--- src/rtl/core/fpe_pkg.sv ---
package fpe_pkg;

  localparam int MAX_FRAGS      = 128;
  localparam int MAX_FRAG_BYTES = 64;
  localparam int ADDR_W         = 13;
  localparam int X_W            = 27;
  localparam int SEED_STEP      = 1001;

  localparam logic CFG_FRAG_COUNT = 1'b0;
  localparam logic CFG_FRAG_BYTES = 1'b1;

  localparam logic ACT_LOAD   = 1'b0;
  localparam logic ACT_ENCODE = 1'b1;

  typedef struct packed {
    logic        action;
    logic [12:0] load_address;
    logic [7:0]  load_byte;
    logic [15:0] parity_index;
  } in_t;

  typedef struct packed {
    logic [7:0] out_byte;
    logic [5:0] byte_position;
    logic       last;
  } out_t;

  typedef enum logic [6:0] {
    ST_IDLE    = 7'b0000001,
    ST_STEP    = 7'b0000010,
    ST_MODGO   = 7'b0000100,
    ST_MODWAIT = 7'b0001000,
    ST_CHECK   = 7'b0010000,
    ST_XRD     = 7'b0100000,
    ST_XDRAIN  = 7'b1000000
  } state_t;

endpackage

--- src/rtl/core/fpe_mod.sv ---
module fpe_mod
  import fpe_pkg::*;
(
  input  logic           clk,
  input  logic           rst_n,
  input  logic           start,
  input  logic [X_W-1:0] dividend,
  input  logic [7:0]     modulus,
  output logic           done,
  output logic [7:0]     rem
);

  logic           busy_r;
  logic [4:0]     cnt_r;
  logic [X_W-1:0] x_r;
  logic [7:0]     rem_r;
  logic           done_r;
  logic [8:0]     shifted;
  logic [8:0]     reduced;

  always_comb begin
    shifted = {rem_r, x_r[X_W-1]};
    reduced = (shifted >= {1'b0, modulus}) ? shifted - {1'b0, modulus} : shifted;
  end

  always_ff @(posedge clk) begin
    if (!rst_n) begin
      busy_r <= 1'b0;
      done_r <= 1'b0;
      cnt_r  <= '0;
    end else begin
      done_r <= 1'b0;
      if (start) begin
        busy_r <= 1'b1;
        cnt_r  <= 5'(X_W - 1);
      end else if (busy_r) begin
        cnt_r <= cnt_r - 5'd1;
        if (cnt_r == '0) begin
          busy_r <= 1'b0;
          done_r <= 1'b1;
        end
      end
    end
  end

  always_ff @(posedge clk) begin
    if (start) begin
      x_r   <= dividend;
      rem_r <= '0;
    end else if (busy_r) begin
      x_r   <= {x_r[X_W-2:0], 1'b0};
      rem_r <= reduced[7:0];
    end
  end

  assign done = done_r;
  assign rem  = rem_r;

endmodule

--- config.mk ---
export PLATFORM = sky130hd
export DESIGN_NAME = fpe_mod
export DESIGN_NICKNAME = d
export VERILOG_FILES = /design/src/rtl/core/fpe_pkg.sv /design/src/rtl/core/fpe_mod.sv
export SDC_FILE = /design/constraint.sdc
export NUM_CORES = 1
export LEC_CHECK = 0
export ABC_AREA = 1
export ABC_CLOCK_PERIOD_IN_PS = 1500
export BUFFER_PORTS_ARGS = -buffer_cell sky130_fd_sc_hd__buf_2
export CORE_ASPECT_RATIO = 0.75
export CORE_MARGIN = 3
export CORE_UTILIZATION = 49
export CTS_CLUSTER_SIZE = 14
export DETAILED_ROUTE_END_ITERATION = 10
export MAX_ROUTING_LAYER = met4
export PLACE_DENSITY = 0.76
export SYNTH_ARGS = -nofsm -noshare
export SYNTH_HDL_FRONTEND = slang
export SYNTH_SLANG_ARGS = --single-unit
--- constraint.sdc ---
create_clock -name clk -period 1.5 [get_ports clk]
set_input_delay 0.3 -clock clk [delete_from_list [all_inputs] [get_ports clk]]
set_output_delay 0.3 -clock clk [all_outputs]
set_load 0.03 [all_outputs]
* Yosys cells after proc, flatten, opt, wreduce, memory -nomap -nowiden
Cells that the tools add are included.
Operators by class: mux-type cells 9, bitwise logic cells 2, reductions and logical operators 4, order comparisons 1, add/sub/neg operators 2
Operator list (count):
- 2-to-1 mux 27 bit | 2
- 2-to-1 mux 5 bit | 2
- >= comparator 9 x 8 -> 1 bit | 1
- 2-to-1 mux 8 bit | 1
- subtractor 8 bit | 1
- logical NOT 5 bit | 1
- subtractor 5 x 1 -> 5 bit, second input constant | 1
- 2-to-1 mux 1 bit | 4
- OR reduction 3 bit | 1
- inverter 1 bit | 2
- nonzero test 2 bit | 1
- OR reduction 2 bit | 1
Storage, ports and cells: output and inout port bits 9, register bits after elaboration 42, logic and storage cells 24, input port bits 38

* Longest topological paths before layout
Gate-level depths: netlist of run 1.
depth after elaboration 4, depth in mapped cells 11, mapped depth without buffers 11

* Worst setup path before layout of run 1
Ideal clock, no wire load.
kind register to register, start point reg rem_r[5] (netlist: rem[5]), end point reg rem_r[5] (netlist: rem[5]), data arrival time 1.554 ns, setup time 0.113 ns, slack -0.167 ns, cell stages (with the launch flop) 10, buffers on the path 0, period minus slack after synthesis 1.667 ns, data required time 1.387 ns, cell sequence dfxtp_1 ha_1 nand2_1 nand2_1 a21oi_4 inv_2 nor2_8 nand3_1 nand3_1 nand2_1
Between the ends: word-level cells in the longest chain between the ends 2
Ends and longest elaborated chain:
- from (decl) | RTL line fpe_mod.sv:16 | logic [7:0] rem_r;
- from (signal assigned) | RTL line fpe_mod.sv:52 | rem_r <= reduced[7:0];
- >= comparator 9 x 8 -> 1 bit | RTL line fpe_mod.sv:23 | reduced = (shifted >= {1'b0, modulus}) ? shifted - {1'b0, modulus} : shifted;
- 2-to-1 mux 8 bit | RTL line fpe_mod.sv:23
Every way passes these cells. A chain may end at the register's enable or synchronous reset.

* Worst setup path after layout of run 1
start point reg rem_r[0] (netlist: rem[0]), end point reg rem_r[3] (netlist: rem[3])
Between the ends: word-level cells in the longest chain between the ends 2, elaborated cells between the ends (all ways) 3, those cells by class 1 x add/sub; 1 x order compare; 1 x mux
Ends and longest elaborated chain (RTL line):
- subtractor 8 bit / >= comparator 9 x 8 -> 1 bit (equally long branches) | fpe_mod.sv:23
- 2-to-1 mux 8 bit * | fpe_mod.sv:23
Mark *: on every way between the ends. The rest lies on a longest branch, timed or not.

==> results of run 1 <==
area by class of cell:
cell class / instances / area (µm²)
timing repair buffer: 69 / 415
clock inverter: 2 / 37.5
tap: 55 / 68.8
clock buffer: 6 / 72.6
inverter: 35 / 131
fill: 311 / 1180
multi-input combinational: 205 / 1270
sequential: 42 / 1120
per-stage QoR:
stage / total power [W] / setup slack (ns) / util [%] / setup TNS, ns
global route: 0.00299 / -0.169 / 72.5 / -0.996
detailed placement: 0.00190 / -0.224 / 65.1 / -1.61
global placement: 0.00189 / -0.188 / 65.1 / -1.39
finish: 0.00285 / -0.0953 / 72.5 / -0.415
floorplan: 0.00171 / 0.00575 / - / 0
CTS: 0.00282 / -0.0345 / 70.2 / -0.216
power by group through the flow:
stage / Sequential [W] / Clock [W] / Combinational, W
detailed placement: 0.00141 / 0 / 0.000487
global route: 0.00140 / 0.000956 / 0.000637
CTS: 0.00139 / 0.000898 / 0.000527
finish: 0.00139 / 0.000887 / 0.000574
global placement: 0.00141 / 0 / 0.000478
floorplan: 0.00142 / 0 / 0.000289
worst register-to-register path, delay by kind of cell (launching register included):
family                     cells  cell delay, ns
adders and majority gates      1            0.29
and+or+nand+nor                8            0.87
DFF                            1            0.37
cell families (layout without fill, tap and decap cells):
| kind of cell | Yosys count | after routing | share of synthesized area [%] |
|---|---|---|---|
| compound gates | 11 | 11 | 3.51 |
| xor+xnor | 4 | 4 | 1.51 |
| fa+ha+maj | 10 | 10 | 5.73 |
| buf+inv | 41 | 112 | 6.81 |
| flops | 42 | 42 | 48.0 |
| simple gates | 180 | 180 | 34.5 |
sequential cells by signal, indices dropped and copies added, names as in the netlist:
register,count
busy_r,1
done,1
rem,8
cnt_r,5
x_r,27
cells in the final DEF (no fill, tap or decap), types with 3 or more instances in the layout:
cell and instances:
nor2_4 3, buf_4 22, edfxtp_1 27, inv_2 5, nor2_1 7, nand3_1 15, dfxtp_1 8, a21oi_1 3
nand3_2 9, xor2_1 3, clkbuf_8 5, nor2_2 3, ha_4 8, nand3b_1 3, inv_1 30, nand4_1 3
buf_2 46, nand2_2 10, nand2_1 119, dfxtp_2 5
worst max-delay path by stage:
| stage | from | to | depth (start not counted) |
|---|---|---|---|
| 6_report | rem[0]$_SDFFE_PP0P_ | rem[3]$_SDFFE_PP0P_ | 9 |
| 5_1_grt | x_r[26]$_DFFE_PP_ | rem[3]$_SDFFE_PP0P_ | 9 |
| 4_1_cts | x_r[26]$_DFFE_PP_ | rem[6]$_SDFFE_PP0P_ | 9 |
| 3_5_place_dp | modulus[7] | rem[7]$_SDFFE_PP0P_ | 10 |
| 3_3_place_gp | modulus[7] | rem[7]$_SDFFE_PP0P_ | 10 |
| 2_1_floorplan | rem[6]$_SDFFE_PP0P_ | rem[6]$_SDFFE_PP0P_ | 8 |
routing by layer:
metal  part of all wire, %  track usage (%)  wire length [µm]  vias to the layer above
met4                   1.0             7.31                57                        0
met5                     0                -                 0                        -
met3                   7.6             4.51               432                        7
met1                    46             29.3              2610                      954
met2                    45             28.7              2570                       92
li1                      -                -                 -                     1066
what timing repair did:
| action | CTS | global route |
|---|---|---|
| buffers inserted | 0 | 0 |
| setup endpoints to repair | 8 | 8 |
| gates resized for setup | 18 | 22 |
| hold buffers | 0 | 0 |
| hold endpoints to repair | 0 | 0 |
| pin swaps | 11 | 12 |
==> results.md, run 1 <==
- Run status: complete, but fails checks
- Failing checks: setup timing
- Ratio of cells with drive above 1 in the final layout: 36.5%
- Average size of a mapped cell: 8.04 µm²
- Max-slew violation total from the final report: 0
- Worst-path clk slew: 0.08 ns
- Number of diodes added for antenna fixing: 0
- CP top delay family: simple AND/OR/NAND/NOR gates
- Clock tree root buffer cell: clkbuf_8
- Tightest hold margin: 0.253 ns
- Max FO, Critical Path: 8
- Standard cell core area: 4300 µm²
- Critical register-to-register path endpoint: rem[3]$_SDFFE_PP0P_
- Sequential cell fraction of total power: 48.8%
- Clock power frac: 31.1%
- Cell Int Power: 0.00209 W
- Detailed-route vias per instance: 5.12
- Count of unresolved DRC violations after routing: 0
- Critical path arrival: 1.83 ns
- Initial antenna violation count: 0
- Global-route wire length before repair: 8770 µm
- Global routing usage summed across all routing layers: 20.5%
- Hold Path Origin: rst_n
- Number of nets in the layout: 406
- Synthesis Warnings: 0
- Post-route cell area: 3120 µm²
- Classification of the worst-slack hold path: primary input to flip-flop
- Number of buffers inserted during clock tree synthesis: 5
- Die footprint: 5600 µm²
- TritonCTS clock tree: done
- Areal power density over the cells: 914 nW/µm²
- Synth top area share: 35.0%
- HPWL Detailed: 3810 µm
- Worst-Skew Late Latency: 0.29 ns
- Final cycle utilization of the critical path: 106%
- Register bit count reported by yosys: 42
- Die outline height: 65.5 µm
- Cells traversed along the worst timing path: ha_4 > nand2_2 > nor2_4 > nand2_2 > nand3_4 > nand3b_4 > nand3b_1 > nand3_1 > nand2_1
- Cell area after synthesis: 2320 µm²
- Via count of the first global-routing pass: 1,937
- Crit Path Category: flip-flop to flip-flop
- Endpoint with the worst hold slack: cnt_r[4]$_SDFFE_PN0P_
- Normalized max-slew margin: 68.0%
- Share of flip-flops with an asynchronous set or reset: 0%
- Most used flip-flop cell after synthesis: edfxtp_1
- Placed Cells: 406
- Instance area after placement: 2800 µm²
- Clock tree buffer depth: 2
- Via count: 2,119
- Number of hold violations in the final report: 0
- Distinct cells, synth: 33
- Count of pins on the block boundary: 47
- Worst path slowest cell: dfxtp_4
- Hold path cells: 3
- Post-Syn Nets: 336
- Setup repair after global routing missed its margin: true
- Least setup slack across all paths after layout: -0.0953 ns
- Number of nets with antenna violations after detailed routing: 0
- Area Overhead vs Synth: 34.7%
- Time the worst path needs with I/O delays and setup: 1.60 ns
- Routed WL per cell: 13.7 µm
- Overall overflow remaining after global route: 0
- EDFF count, synth: 27
- Max Freq: 627 MHz
- Number of instances in the synthesized netlist: 288
- Psw: 0.000761 W
- Total buffers and inverters traversed by the critical path: 0
- Peak ir drop on the vdd network: 0.605 mV
- Proportion of power drawn by combinational gates: 20.1%
- Cells taking the most area after synthesis: edfxtp_1 (35%), nand2_1 (21%), dfxtp_1 (13%)
- Category of the worst setup path launch point: flip-flop
- Setup violations, final: 8
- First drt pass iteration count: 4
- Leading cell types by count after synthesis: nand2_1 (128), inv_1 (32), edfxtp_1 (27), nand3_1 (24), dfxtp_1 (15)
- Violation count after the first detailed-route iteration: 177
- FP Rows: 20
- Number of I/O port buffers: 46
- CP dominant cell by count: nand2_2
- Number of clock sinks: 42
- Cell type with the highest aggregate area in the netlist: edfxtp_1
- Gpl congestion: 0.960
- Switching fraction of total power: 26.7%
- Critical path capture point type: flip-flop
- Source of the worst register-to-register timing path: rem[0]$_SDFFE_PP0P_
- Leakage Power: 1.59 nW
- Part of the Yosys area used for sequential elements: 48.0%
- Reg-to-reg setup timing slack: -0.1 ns
- Count leader, synth: nand2_1
- Number of H-tree levels: 2
- Count of cells along the worst register-to-register path: 9
- Maximum capacitance violations: 0
- Die width: 85.4 µm
- Number of standard cells in the layout, taps in and fillers out: 414
- Data required time at the worst endpoint: 1.73 ns
- Initial Util: 53.8%
- CP peak stage delay: 0.37 ns
- Largest net degree at the start of global routing: 29
- Worst setup skew after layout: 0.00702 ns
- Total routed wirelength: 5670 µm
- Slew at the pin with the worst max-slew slack: 0.480 ns
No activity file was read; power rests on OpenSTA's default activity.
==> run 2: changes to the inputs <==
--- a/config.mk
+++ b/config.mk
@@ -10,11 +10,11 @@
 export BUFFER_PORTS_ARGS = -buffer_cell sky130_fd_sc_hd__buf_2
 export CORE_ASPECT_RATIO = 0.75
 export CORE_MARGIN = 3
-export CORE_UTILIZATION = 49
+export CORE_UTILIZATION = 28
 export CTS_CLUSTER_SIZE = 14
 export DETAILED_ROUTE_END_ITERATION = 10
 export MAX_ROUTING_LAYER = met4
-export PLACE_DENSITY = 0.76
+export PLACE_DENSITY = 0.49
 export SYNTH_ARGS = -nofsm -noshare
 export SYNTH_HDL_FRONTEND = slang
 export SYNTH_SLANG_ARGS = --single-unit
==> run 2 against run 1 <==
The flow still finishes with violations (setup timing). Combinational power shrank 2%. Power increased by 0.26%. Fmax is 5.4% higher. Register-to-register slack better by 0.08 ns. Via count shrank 4.3%. Final area up 1.9%. First-iteration DRC count down 49%. Non-clock buffer count grew 2. Sequential cell count did not move.
==> results.md, run 2 (same netlist as run 1, synthesis figures left out) <==
- Violation count after the first detailed-route iteration: 90
- Time the worst path needs with I/O delays and setup: 1.51 ns
- Post-route cell area: 3180 µm²
- Count of pins on the block boundary: 47
- Number of clock sinks: 42
- TritonCTS clock tree: done
- Area Overhead vs Synth: 37.3%
- Instance area after placement: 2890 µm²
- Number of nets in the layout: 408
- Most frequent standard cell in the layout excluding fill and tap cells: nand2_1
- Die width: 111 µm
- Setup violations, final: 3
- Worst path slowest cell: fa_2
- Routed WL per cell: 11.6 µm
- Global-route wire length before repair: 8710 µm
- Overall Power: 0.00286 W
- Normalized max-slew margin: 70.5%
- Clock tree buffer depth: 2
- First drt pass iteration count: 4
- Number of hold violations in the final report: 0
- Slew at the pin with the worst max-slew slack: 0.442 ns
- Tightest hold margin: 0.260 ns
- Worst setup skew after layout: 0.00637 ns
- Areal power density over the cells: 899 nW/µm²
- Initial antenna violation count: 0
- Largest net degree at the start of global routing: 30
- Count of unresolved DRC violations after routing: 0
- Number of I/O port buffers: 46
- Critical path arrival: 1.71 ns
- Number of diodes added for antenna fixing: 0
- Standard cell core area: 7950 µm²
- Overall overflow remaining after global route: 0
- HPWL Detailed: 3930 µm
- Total area of sequential cells: 1120 µm²
- Maximum capacitance violations: 0
- Via count: 2,027
- Number of H-tree levels: 2
- Worst-Skew Late Latency: 0.30 ns
- Peak ir drop on the vdd network: 0.397 mV
- Least setup slack across all paths after layout: -0.0134 ns
- Number of nets with antenna violations after detailed routing: 0
- Die outline height: 84.8 µm
- Top reg by flops: x_r
- Reg-to-reg setup timing slack: -0.01 ns
- Leakage Power: 1.59 nW
- Die footprint: 9410 µm²
- Detailed-route vias per instance: 4.35
- Data required time at the worst endpoint: 1.70 ns
- Via count of the first global-routing pass: 1,835
- Ratio of cells with drive above 1 in the final layout: 35.2%
- Initial Util: 29.1%
- Hold path cells: 3
- Gpl congestion: 0.865
- Category of the worst setup path launch point: flip-flop
- Failing checks: setup timing
- Worst-path clk slew: 0.08 ns
- Global routing usage summed across all routing layers: 11.8%
- Commonest non-fill, non-tap cells in the layout: nand2_1 (122), buf_2 (46), inv_1 (29)
- Crit Path Category: flip-flop to flip-flop
- Post-route core utilization: 40.0%
- Number of filler cells placed in the layout: 811
- Max Freq: 661 MHz
- Max-slew violation total from the final report: 0
- CP peak stage delay: 0.40 ns
- Classification of the worst-slack hold path: primary input to flip-flop
- Number of buffers inserted during clock tree synthesis: 5
- FP Rows: 28
- Clock tree root buffer cell: clkbuf_8
- Total routed wirelength: 5420 µm
- Count of cells along the worst register-to-register path: 9
- Run status: complete, but fails checks
- Area of combinational cells with multiple inputs: 1240 µm²
- Cells traversed along the worst timing path: inv_2 > ha_4 > fa_2 > inv_2 > a21oi_2 > xor2_1 > nand2_1 > nand3_1 > nand2_1
- Max FO, Critical Path: 2
- Final cycle utilization of the critical path: 101%
- Critical path capture point type: flip-flop
- Setup repair after global routing missed its margin: true
- Number of flip-flops under the largest register name: 27
## run 2: cell type report
cell class	count	share of cell area, %
clock buffers	6	2.28
clock inverters	2	1.18
inverters	35	4.13
multi-input cells	205	39.0
flip-flops and latches	42	35.4
well taps	105	4.13
repair buffers	71	13.9
## run 2: final timing paths
path                               from                     to
setup / recovery      x_r[26]$_DFFE_PP_    rem[4]$_SDFFE_PP0P_
hold reg to reg   cnt_r[0]$_SDFFE_PP0P_  cnt_r[0]$_SDFFE_PP0P_
hold / removal              dividend[0]   x_r[0]$_SDFFCE_PN0P_
setup reg to reg      x_r[26]$_DFFE_PP_    rem[4]$_SDFFE_PP0P_
## run 2: per-stage QoR
stage	setup WS (ns)	cells	setup TNS, ns
floorplan	0.00575	288	0
global placement	-0.159	458	-1.20
detailed placement	-0.195	458	-1.46
CTS	-0.00603	466	-0.0101
global route	-0.130	466	-0.691
finish	-0.0134	466	-0.0306
## run 2: repair_timing
item,CTS,global route
resized for setup,14,19
buffers inserted,0,0
setup endpoints to repair,8,8
hold buffers,0,0
pin swaps,7,15
## run 2: worst max-delay path, delay by kind of cell (launching register included)
kind	cells	cell delay, ns
adders and majority gates	2	0.56
DFF	1	0.34
buffers and inverters	2	0.14
and+or+nand+nor	3	0.18
AOI/OAI and AO/OA	1	0.05
xor gates and xnor gates	1	0.14
## run 2: routing by layer
metal / vias to the layer above / global-route usage [%] / part of all wire (%)
met2: 31 / 17.0 / 44
met3: 8 / 2.67 / 3.2
met5: - / - / 0
li1: 1067 / - / -
met1: 921 / 16.6 / 51
met4: 0 / 3.65 / 1.3
## run 2: where the power goes
part / internal (W) / switching, W / leakage [nW]
logic: 0.000251 / 0.000309 / 1.14
registers: 0.00135 / 0.0000405 / 0.403
clock network: 0.000497 / 0.000413 / 0.0514
total: 0.00210 / 0.000762 / 1.59
==> run 3: changes to the inputs <==
--- a/config.mk
+++ b/config.mk
@@ -6,7 +6,7 @@
 export NUM_CORES = 1
 export LEC_CHECK = 0
 export ABC_AREA = 1
-export ABC_CLOCK_PERIOD_IN_PS = 1500
+export ABC_CLOCK_PERIOD_IN_PS = 1330
 export BUFFER_PORTS_ARGS = -buffer_cell sky130_fd_sc_hd__buf_2
 export CORE_ASPECT_RATIO = 0.75
 export CORE_MARGIN = 3
==> constraint.sdc (replaced) <==
create_clock -name clk -period 1.33 [get_ports clk]
set_input_delay 0.266 -clock clk [delete_from_list [all_inputs] [get_ports clk]]
set_output_delay 0.266 -clock clk [all_outputs]
set_load 0.03 [all_outputs]
==> run 3 against run 2 <==
The flow still finishes with violations (setup timing). Sequential cell count is the same. Critical path depth is 1 higher. Highest routed layer unchanged. Setup slack got worse by 0.19 ns. Clock skew increased by 0.0025 ns.
==> results.md, run 3 (same netlist as run 1, synthesis figures left out) <==
- Commonest non-fill, non-tap cells in the layout: nand2_1 (123), buf_2 (46), inv_1 (28)
- Max Freq: 654 MHz
- Count of pins on the block boundary: 47
- Peak ir drop on the vdd network: 0.413 mV
- Global routing usage summed across all routing layers: 12.5%
- Total buffers and inverters traversed by the critical path: 0
- Die width: 111 µm
- Crit Path Category: flip-flop to flip-flop
- Areal power density over the cells: 947 nW/µm²
- Total routed wirelength: 5480 µm
- FP Rows: 28
- Failing checks: setup timing
- Cells traversed along the worst timing path: ha_4 > nand2_1 > nand2_1 > nand2_2 > nand2_1 > nand2_1 > nand4_4 > nand2_1 > nand3_1 > nand2_1
- Number of filler cells placed in the layout: 810
- Standard cell core area: 7950 µm²
- Gpl congestion: 0.884
- Reg-to-reg setup timing slack: -0.20 ns
- Hold Path Origin: rst_n
- Hold path cells: 3
- Final cycle utilization of the critical path: 115%
- Slew at the pin with the worst max-slew slack: 0.392 ns
- Clock tree buffer depth: 2
- Number of hold violations in the final report: 0
- Category of the worst setup path launch point: flip-flop
- Detailed-route vias per instance: 4.36
- Number of nets with antenna violations after detailed routing: 0
- Initial Util: 29.1%
- Violation count after the first detailed-route iteration: 106
- First drt pass iteration count: 4
- Routed WL per cell: 11.8 µm
- Leakage Power: 1.58 nW
- Setup Total Neg Slack: -1.42 ns
- Critical path arrival: 1.75 ns
- Number of diodes added for antenna fixing: 0
- Overall overflow remaining after global route: 0
- Setup violations, final: 8
- Via count: 2,025
- Data required time at the worst endpoint: 1.55 ns
- Area Overhead vs Synth: 36.7%
- Top reg by flops: x_r
- Die outline height: 84.8 µm
- Worst path slowest cell: dfxtp_4
- Number of buffers inserted during clock tree synthesis: 5
- Count of cells along the worst register-to-register path: 10
- Maximum capacitance violations: 0
- Number of flip-flops under the largest register name: 27
- Critical path capture point type: flip-flop
- Count of hold buffers inserted by post-cts repair: 0
- Number of I/O port buffers: 46
- Initial antenna violation count: 0
- Post-route cell area: 3170 µm²
- Number of H-tree levels: 2
- Worst setup skew after layout: 0.00890 ns
- CP peak stage delay: 0.36 ns
- Endpoint with the worst hold slack: cnt_r[4]$_SDFFE_PN0P_
- Via count of the first global-routing pass: 1,998
- Most frequent standard cell in the layout excluding fill and tap cells: nand2_1
- Overall Power: 0.00300 W
- Max FO, Critical Path: 8
- Largest net degree at the start of global routing: 30
- Setup repair after global routing missed its margin: true
- Least setup slack across all paths after layout: -0.198 ns
- Instance area after placement: 2980 µm²
- CP dominant cell by count: nand2_1
- Number of clock sinks: 42
- Source of the worst register-to-register timing path: rem[1]$_SDFFE_PP0P_
- Normalized max-slew margin: 73.9%
- Number of nets in the layout: 406
- Max-slew violation total from the final report: 0
- Classification of the worst-slack hold path: primary input to flip-flop
- CP top delay family: simple AND/OR/NAND/NOR gates
- Ratio of cells with drive above 1 in the final layout: 36.2%
- Run status: complete, but fails checks
- HPWL Detailed: 4110 µm
- Time the worst path needs with I/O delays and setup: 1.53 ns
- Worst-Skew Late Latency: 0.29 ns
- TritonCTS clock tree: done
- Worst-path clk slew: 0.08 ns
- Critical register-to-register path endpoint: rem[5]$_SDFFE_PP0P_
- Count of unresolved DRC violations after routing: 0
- Clock tree root buffer cell: clkbuf_8
- Global-route wire length before repair: 9450 µm
- Die footprint: 9410 µm²
run 3: cell types whose count changed in the layout (fill, tap and decap cells not counted), sizes merged:
| cell | before | now |
|---|---|---|
| clkinvlp | 1 | 2 |
| inv | 35 | 34 |
| buf | 71 | 69 |
| clkinv | 0 | 2 |
| bufinv | 1 | 0 |
| clkbuf | 6 | 5 |
run 3: area by class of cell:
cell class / count / area [µm²] / area share, %
clock inverters: 3 / 16.3 / 0.514
well taps: 105 / 131 / 4.15
clock buffers: 5 / 68.8 / 2.17
flip-flops and latches: 42 / 1140 / 35.9
repair buffers: 69 / 428 / 13.5
multi-input cells: 205 / 1250 / 39.4
inverters: 35 / 138 / 4.35
run 3: how the worst max path moves through the flow:
stage,startpoint,endpoint,slack [ns],cells past startpoint
after floorplan,rem[5]$_SDFFE_PP0P_,rem[6]$_SDFFE_PP0P_,-0.09,9
after global placement,modulus[6],rem[4]$_SDFFE_PP0P_,-0.29,11
after detailed placement,modulus[6],rem[5]$_SDFFE_PP0P_,-0.27,11
after CTS,x_r[26]$_DFFE_PP_,rem[6]$_SDFFE_PP0P_,-0.19,10
after global routing,rem[1]$_SDFFE_PP0P_,rem[5]$_SDFFE_PP0P_,-0.30,10
final,rem[1]$_SDFFE_PP0P_,rem[5]$_SDFFE_PP0P_,-0.20,10
run 3: where the power goes:
part           switching (W)  internal (W)
logic               0.000354      0.000280
clock network       0.000442      0.000360
registers          0.0000448       0.00152
run 3: metal layers:
metal | vias up | global-route usage (%) | wire, µm
met2 | 35 | 17.8 | 2230
met4 | 0 | 2.98 | 43
met3 | 5 | 2.59 | 225
met5 | - | - | 0
li1 | 1064 | - | -
met1 | 921 | 18.3 | 2980
run 3: repair_timing:
action / in CTS / in global routing
buffers inserted: 0 / 0
setup endpoints to repair: 8 / 8
gates resized for setup: 11 / 13
pin swaps: 12 / 9
run 3: stage by stage:
stage	std cells	hold WS, ns	util [%]	setup WS (ns)
6_report	464	0.216	39.8	-0.198
3_5_place_dp	456	0.461	37.5	-0.272
2_1_floorplan	288	0.364	-	-0.0891
5_1_grt	464	0.219	39.8	-0.295
3_3_place_gp	456	0.455	37.5	-0.295
4_1_cts	464	0.208	39.1	-0.191
run 3: tightest hold or removal path, cell delays in order:
cell     delay, ns
buf_2         0.11
nand2_1       0.06
inv_1         0.04
